### src/dotted_network_number_parser_defines.svh
// Assertion macros for the dotted network number parser.
// Included by the top level; expects clk and arst_n in scope.
`ifndef DOTTED_NETWORK_NUMBER_PARSER_DEFINES_SVH
`define DOTTED_NETWORK_NUMBER_PARSER_DEFINES_SVH

// same-cycle implication, disabled during reset
`define DNNP_ASSERT_SAME(label, ante, cons) \
	label: assert property (@(posedge clk) disable iff (!arst_n) (ante) |-> (cons)) \
		else $error("dnnp assertion failed: same-cycle check");

// next-cycle implication, disabled during reset
`define DNNP_ASSERT_NEXT(label, ante, cons) \
	label: assert property (@(posedge clk) disable iff (!arst_n) (ante) |=> (cons)) \
		else $error("dnnp assertion failed: next-cycle check");

`endif

### src/dnnp_pkg.sv
// Shared constants for the dotted network number parser.
// No dependencies; used by dotted_network_number_parser.
package dnnp_pkg;

	localparam int unsigned MAX_PARTS = 4;

	localparam int unsigned CH_W   = 8;
	localparam int unsigned NUM_W  = 32;
	localparam int unsigned TOT_W  = 3;
	localparam int unsigned ODATA_W = ((NUM_W + TOT_W + 7) / 8) * 8;

	typedef enum logic [1:0] {
		RADIX_DEC = 2'd0,
		RADIX_OCT = 2'd1,
		RADIX_HEX = 2'd2
	} radix_t;

	localparam logic [7:0] CH_NUL  = 8'h00;
	localparam logic [7:0] CH_TAB  = 8'h09;
	localparam logic [7:0] CH_CR   = 8'h0d;
	localparam logic [7:0] CH_SP   = 8'h20;
	localparam logic [7:0] CH_DOT  = 8'h2e;
	localparam logic [7:0] CH_0    = 8'h30;
	localparam logic [7:0] CH_9    = 8'h39;
	localparam logic [7:0] CH_UA   = 8'h41;
	localparam logic [7:0] CH_UF   = 8'h46;
	localparam logic [7:0] CH_UX   = 8'h58;
	localparam logic [7:0] CH_LA   = 8'h61;
	localparam logic [7:0] CH_LF   = 8'h66;
	localparam logic [7:0] CH_LX   = 8'h78;
	localparam logic [7:0] HEX_OFS = 8'd10;

endpackage

### src/dotted_network_number_parser.sv
// Dotted network number parser: one character per transfer, one result per string.
// A string's last character passes the input register, then the result register, before its result leaves on m_axis.
// Throughput: one character per cycle; the input register and result register
// keep both sides moving, stalled only while a result waits on m_axis_tready.
// Reset (arst_n low, asynchronous): clears valid flags and the parser state.
// Depends on dnnp_pkg and dotted_network_number_parser_defines.svh.
`include "dotted_network_number_parser_defines.svh"

module dotted_network_number_parser (
	input  logic                              clk,
	input  logic                              arst_n,
	input  logic                              s_axis_tvalid,
	output logic                              s_axis_tready,
	input  logic [dnnp_pkg::CH_W-1:0]         s_axis_tdata,   // [7:0] ch
	output logic                              m_axis_tvalid,
	input  logic                              m_axis_tready,
	output logic [dnnp_pkg::ODATA_W-1:0]      m_axis_tdata,   // [31:0] net_number, [34:32] part_total
	output logic                              m_axis_tuser    // [0] bad_format
);

	typedef enum logic [1:0] {
		PH_START  = 2'd0,
		PH_ZERO   = 2'd1,
		PH_DIGITS = 2'd2,
		PH_SKIP   = 2'd3
	} phase_t;

	logic                        valid_s1;
	logic [dnnp_pkg::CH_W-1:0]   ch_s1;

	phase_t                      phase_q;
	dnnp_pkg::radix_t            radix_q;
	logic [23:0]                 packed_q;
	logic [1:0]                  parts_q;
	logic [7:0]                  value_q;

	logic                        out_valid_q;
	logic [dnnp_pkg::NUM_W-1:0]  net_q;
	logic                        bad_q;
	logic [dnnp_pkg::TOT_W-1:0]  total_q;

	logic                        advance;
	logic                        step;

	phase_t                      phase_n;
	dnnp_pkg::radix_t            radix_n;
	logic [23:0]                 packed_n;
	logic [1:0]                  parts_n;
	logic [7:0]                  value_n;
	logic                        res_fire;
	logic                        res_bad;
	logic [dnnp_pkg::NUM_W-1:0]  res_net;
	logic [dnnp_pkg::TOT_W-1:0]  res_total;

	logic                        is_x;
	logic                        is_dec;
	logic                        is_lhex;
	logic                        is_uhex;
	logic                        is_space;
	logic                        is_digit;
	logic [7:0]                  dig8;
	logic [7:0]                  dig;
	logic [7:0]                  scaled;
	logic                        too_many;

	assign advance       = !out_valid_q || m_axis_tready;
	assign step          = valid_s1 && advance;
	assign s_axis_tready = !valid_s1 || advance;

	assign is_x     = (ch_s1 == dnnp_pkg::CH_LX) || (ch_s1 == dnnp_pkg::CH_UX);
	assign is_dec   = (ch_s1 >= dnnp_pkg::CH_0) && (ch_s1 <= dnnp_pkg::CH_9);
	assign is_lhex  = (ch_s1 >= dnnp_pkg::CH_LA) && (ch_s1 <= dnnp_pkg::CH_LF);
	assign is_uhex  = (ch_s1 >= dnnp_pkg::CH_UA) && (ch_s1 <= dnnp_pkg::CH_UF);
	assign is_space = (ch_s1 == dnnp_pkg::CH_SP) ||
	                  ((ch_s1 >= dnnp_pkg::CH_TAB) && (ch_s1 <= dnnp_pkg::CH_CR));
	assign too_many = ({1'b0, parts_q} + 3'd1) >= dnnp_pkg::TOT_W'(dnnp_pkg::MAX_PARTS);

	always_comb begin
		if (is_lhex) begin
			dig8 = ch_s1 - dnnp_pkg::CH_LA + dnnp_pkg::HEX_OFS;
		end else if (is_uhex) begin
			dig8 = ch_s1 - dnnp_pkg::CH_UA + dnnp_pkg::HEX_OFS;
		end else begin
			dig8 = ch_s1 - dnnp_pkg::CH_0;
		end
	end

	always_comb begin
		logic consumed;
		consumed  = 1'b0;
		phase_n   = phase_q;
		radix_n   = radix_q;
		packed_n  = packed_q;
		parts_n   = parts_q;
		value_n   = value_q;
		res_fire  = 1'b0;
		res_bad   = 1'b0;
		res_net   = {packed_q, value_q};
		res_total = {1'b0, parts_q} + 3'd1;
		is_digit  = 1'b0;
		dig       = dig8;
		scaled    = 8'd0;

		if (phase_q == PH_SKIP) begin
			consumed = 1'b1;
			if (ch_s1 == dnnp_pkg::CH_NUL) begin
				phase_n = PH_START;
			end
		end else if (phase_q == PH_START) begin
			if (ch_s1 == dnnp_pkg::CH_0) begin
				radix_n  = dnnp_pkg::RADIX_OCT;
				phase_n  = PH_ZERO;
				consumed = 1'b1;
			end else if (is_x) begin
				radix_n  = dnnp_pkg::RADIX_HEX;
				phase_n  = PH_DIGITS;
				consumed = 1'b1;
			end else begin
				radix_n = dnnp_pkg::RADIX_DEC;
				phase_n = PH_DIGITS;
			end
		end else if (phase_q == PH_ZERO) begin
			phase_n = PH_DIGITS;
			if (is_x) begin
				radix_n  = dnnp_pkg::RADIX_HEX;
				consumed = 1'b1;
			end
		end

		if (!consumed) begin
			is_digit = is_dec || ((radix_n == dnnp_pkg::RADIX_HEX) && (is_lhex || is_uhex));
			case (radix_n)
				dnnp_pkg::RADIX_HEX: scaled = {value_q[3:0], 4'b0000};
				dnnp_pkg::RADIX_OCT: scaled = {value_q[4:0], 3'b000};
				default:             scaled = {value_q[4:0], 3'b000} + {value_q[6:0], 1'b0};
			endcase
			if (is_digit) begin
				value_n = scaled + dig;
			end else if (ch_s1 == dnnp_pkg::CH_DOT) begin
				if (too_many) begin
					phase_n  = PH_SKIP;
					res_fire = 1'b1;
					res_bad  = 1'b1;
				end else begin
					packed_n = {packed_q[15:0], value_q};
					parts_n  = parts_q + 2'd1;
					value_n  = 8'd0;
					radix_n  = dnnp_pkg::RADIX_DEC;
					phase_n  = PH_START;
				end
			end else if (ch_s1 == dnnp_pkg::CH_NUL) begin
				phase_n  = PH_START;
				res_fire = 1'b1;
			end else begin
				phase_n  = PH_SKIP;
				res_fire = 1'b1;
				res_bad  = !is_space;
			end
		end

		if (res_fire) begin
			packed_n = 24'd0;
			parts_n  = 2'd0;
			value_n  = 8'd0;
			radix_n  = dnnp_pkg::RADIX_DEC;
			if (res_bad) begin
				res_net   = '1;
				res_total = '0;
			end
		end
	end

	always_ff @(posedge clk or negedge arst_n) begin
		if (!arst_n) begin
			valid_s1    <= 1'b0;
			phase_q     <= PH_START;
			radix_q     <= dnnp_pkg::RADIX_DEC;
			packed_q    <= 24'd0;
			parts_q     <= 2'd0;
			value_q     <= 8'd0;
			out_valid_q <= 1'b0;
		end else begin
			if (s_axis_tready) begin
				valid_s1 <= s_axis_tvalid;
			end
			if (step) begin
				phase_q  <= phase_n;
				radix_q  <= radix_n;
				packed_q <= packed_n;
				parts_q  <= parts_n;
				value_q  <= value_n;
			end
			if (advance) begin
				out_valid_q <= step && res_fire;
			end
		end
	end

	always_ff @(posedge clk) begin
		if (s_axis_tready && s_axis_tvalid) begin
			ch_s1 <= s_axis_tdata;
		end
		if (step && res_fire) begin
			net_q   <= res_net;
			bad_q   <= res_bad;
			total_q <= res_total;
		end
	end

	assign m_axis_tvalid = out_valid_q;
	assign m_axis_tdata  = {{(dnnp_pkg::ODATA_W - dnnp_pkg::NUM_W - dnnp_pkg::TOT_W){1'b0}},
	                        total_q, net_q};
	assign m_axis_tuser  = bad_q;

	`DNNP_ASSERT_SAME(a_err_shape, out_valid_q && bad_q, (net_q == '1) && (total_q == '0))
	`DNNP_ASSERT_SAME(a_total_range, out_valid_q && !bad_q,
		(total_q == 3'd1) || (total_q == 3'd2) || (total_q == 3'd3) || (total_q == 3'd4))
	`DNNP_ASSERT_SAME(a_skip_clear, phase_q == PH_SKIP, (packed_q == 24'd0) && (parts_q == 2'd0))
	`DNNP_ASSERT_NEXT(a_result_out, step && res_fire, out_valid_q)

endmodule
### config.mk
export PLATFORM = sky130hd
export DESIGN_NAME = dotted_network_number_parser
export DESIGN_NICKNAME = d
export VERILOG_FILES = /design/src/dnnp_pkg.sv /design/src/dotted_network_number_parser.sv
export VERILOG_INCLUDE_DIRS = /design/src /design/src/src
export SDC_FILE = /design/constraint.sdc
export NUM_CORES = 1
export LEC_CHECK = 0
export ABC_CLOCK_PERIOD_IN_PS = 8300
export BUFFER_PORTS_ARGS = -buffer_cell sky130_fd_sc_hd__buf_4
export CAP_MARGIN = 40
export CORE_MARGIN = 2
export CORE_UTILIZATION = 62
export CTS_BUF_LIST = sky130_fd_sc_hd__clkbuf_4 sky130_fd_sc_hd__clkbuf_8 sky130_fd_sc_hd__clkbuf_16
export CTS_CLUSTER_SIZE = 8
export DETAILED_ROUTE_END_ITERATION = 6
export PLACE_DENSITY = 0.85
export SKIP_LAST_GASP = 1
export SLEW_MARGIN = 20
export SYNTH_ARGS = -nofsm -noshare
export SYNTH_HDL_FRONTEND = slang
export SYNTH_SLANG_ARGS = --single-unit
### constraint.sdc
create_clock -name clk -period 8.3 [get_ports clk]
set_clock_uncertainty 0.1 [all_clocks]
set_input_delay 0.83 -clock clk [delete_from_list [all_inputs] [get_ports clk]]
set_output_delay 0.83 -clock clk [all_outputs]
set_load 0.01 [all_outputs]
==> flow_summary.json <==
{
  "numPortBuffers": 49,
  "ff_latch_area_um2": 2320,
  "rsz0062_at_grt": "no",
  "drcViolationCount": 0,
  "hold_buffers": 0,
  "period_needed_ns": 4.94,
  "row_count": 30,
  "fin_util": 0.733,
  "synth_seq_area_share": 0.534,
  "dieArea_um2": 7700,
  "clk_pin_slew_ns": 0.10,
  "routabilityCongestion": 0.888,
  "slew_headroom": 0.592,
  "post_cts_resized": 0,
  "pin_count": 55,
  "clockBufferDepth": 2,
  "design.core.area_um2": 6790,
  "cts-root-buf": "clkbuf_8",
  "grt_usage": 0.219,
  "worstSetupPathType": "reg -> reg",
  "hold_ws_ns": 0.321,
  "finalInstanceArea_um2": 4980,
  "cp.required_ns": 8.45,
  "arrival_ns": 5.09,
  "start_util": 0.640,
  "fin_crit_sh": 0.595,
  "ys_ff_latch": 84,
  "final_cell_mix": "nand2_1, buf_4, edfxtp_1, dfrtp_1, or2_2",
  "report.final.slew_viol_count": 0,
  "hpwl_um": 5780,
  "vdd_ir_drop_max_uv": 221,
  "antenna_cells": 0,
  "first_pass_iters": 7,
  "htreeDepth": 3,
  "area_delta_synth_final_pct": 14.5,
  "first_global_vias": 2766,
  "placed_area_um2": 4790,
  "syn_inst": 396,
  "critPathTopFamily": "simple AND/OR/NAND/NOR gates",
  "worstMarginPinSlew_ns": 0.612,
  "via_per_inst": 5.49,
  "overflow": 0,
  "cap_violations": 0,
  "setup_slack_ns": 3.36,
  "grt_pass1_wl_um": 12900,
  "vias": 2990,
  "postCtsSetupBuffers": 0,
  "synth_flop_cell": "edfxtp_1",
  "antenna_found_initial": 0,
  "worst_setup_path_end_kind": "flip-flop",
  "pre_cts_slack_ns": 3.42,
  "start_kind": "flip-flop",
  "critical_path_buf_inv_count": 2,
  "dieWidth_um": 87.8,
  "drive_above_1_share": 0.252,
  "cpMaxStageDelayCell": "or4_1",
  "finalWirelength_um": 7990,
  "hold_class": "in -> async",
  "max_freq_ghz": 0.203,
  "syn_avg_cell_area_um2": 11.0,
  "ys_async_sr_fraction": 0.476,
  "crit_path_cell_trace": "or4_1 -> nor3_1 -> nand3b_1 -> a21oi_1 -> inv_1 -> ha_1 -> and2_1 -> ha_1 -> inv_1 -> fa_1 -> nor2b_1 -> nor3_1 -> o21bai_1 -> a21oi_1 -> xnor3_1 -> or3_1 -> a32o_1",
  "syn_area_um2": 4350,
  "worstPathMaxFanout": 13,
  "ys_types": 61,
  "clock_insertion_delay_worst_skew_ns": 0.36,
  "post_drt_wl_per_cell_um": 14.7,
  "power.density_nw_per_um2": 271,
  "multi_input_area_um2": 1880,
  "drt-initial-drc-count": 152,
  "outcome": "complete, no violations",
  "fillCellCount": 470,
  "leakage_nw": 2.32,
  "synth_warnings": 0,
  "grt_max_degree": 41,
  "synth-edff-count": 44,
  "hold_viol": 0,
  "antenna_left": 0,
  "setup_viol": 0,
  "cts_tree": "built",
  "fin_nets": 481,
  "timing.setup.tns_ns": 0,
  "clock_sinks": 84,
  "max_stage_delay_ns": 0.56,
  "layout_commonest_cell": "nand2_1",
  "die_h_um": 87.8,
  "cts_buffers": 9
}
-- cells in the mapped netlist, types with 5 or more instances --
master    instances  share of area
dfrtp_1          40           0.23
edfxtp_1         44           0.30
inv_1            11         0.0095
a22o_1            8          0.016
or2_2            32          0.046
nand2_1          67          0.058
a21oi_1          12          0.014
nor2b_1           5         0.0072
xnor2_1           9          0.018
o21ai_0          17          0.020
ha_1             23          0.066
buf_4             6          0.010
nor2_1           11         0.0095
nand3_1          29          0.033
a21o_1            8          0.014
buf_2             6         0.0069
-- where the power goes --
group | switching, mW | internal (mW)
registers | 0.0416 | 0.567
clock network | 0.162 | 0.116
logic | 0.244 | 0.221
-- per-layer routing --
| metal | vias up | global-route usage | routed length (µm) |
|---|---|---|---|
| met5 | - | 0 | 0 |
| met4 | 0 | 0.0867 | 110 |
| met3 | 10 | 0.0434 | 391 |
| met2 | 98 | 0.363 | 3980 |
| met1 | 1407 | 0.286 | 3520 |
| li1 | 1475 | - | - |
-- metrics by stage --
stage               std cells  total power [mW]
finish                    545              1.35
global placement          526              1.05
detailed placement        529              1.09
CTS                       545              1.36
floorplan                 400             0.921
global route              545              1.43
-- state kept, by name, summed over array words and instances (netlist names) --
signal         count
phase_q            2
m_axis_tuser       1
net_q             32
packed_q          24
m_axis_tvalid      1
ch_s1              8
radix_q            2
value_q            8
parts_q            2
total_q            3
valid_s1           1
-- cell families after synthesis --
| group | count (synthesis) | share of synthesized area |
|---|---|---|
| other | 1 | 0.000862 |
| and+or+nand+nor | 174 | 0.202 |
| adders and majority gates | 25 | 0.0754 |
| DFF | 84 | 0.534 |
| buffers and inverters | 32 | 0.0414 |
| AOI/OAI and AO/OA | 67 | 0.116 |
| xor gates and xnor gates | 12 | 0.0273 |
| muxes | 1 | 0.00230 |
-- final cells by class --
type / count / share of cell area
clock buffer: 9 / 0.0249
clock inverter: 7 / 0.0138
inverter: 12 / 0.00904
multi-input combinational: 284 / 0.377
sequential: 84 / 0.466
tap: 96 / 0.0241
timing repair buffer: 53 / 0.0854
-- path summary, 6_finish.rpt --
check | start | end | slack [ns] | depth (start not counted)
max in group asynchronous | arst_n | value_q[1] | 7.41 | 1
min in group clk | packed_q[21] | packed_q[21] | 0.37 | 2
worst min register to register | packed_q[21] | packed_q[21] | 0.37 | 2
worst max-delay path | ch_s1[2] | value_q[7] | 3.36 | 17
worst max register to register | ch_s1[2] | value_q[7] | 3.36 | 17
worst min-delay path | arst_n | packed_q[20] | 0.32 | 1
No activity file was read; power rests on OpenSTA's default activity.
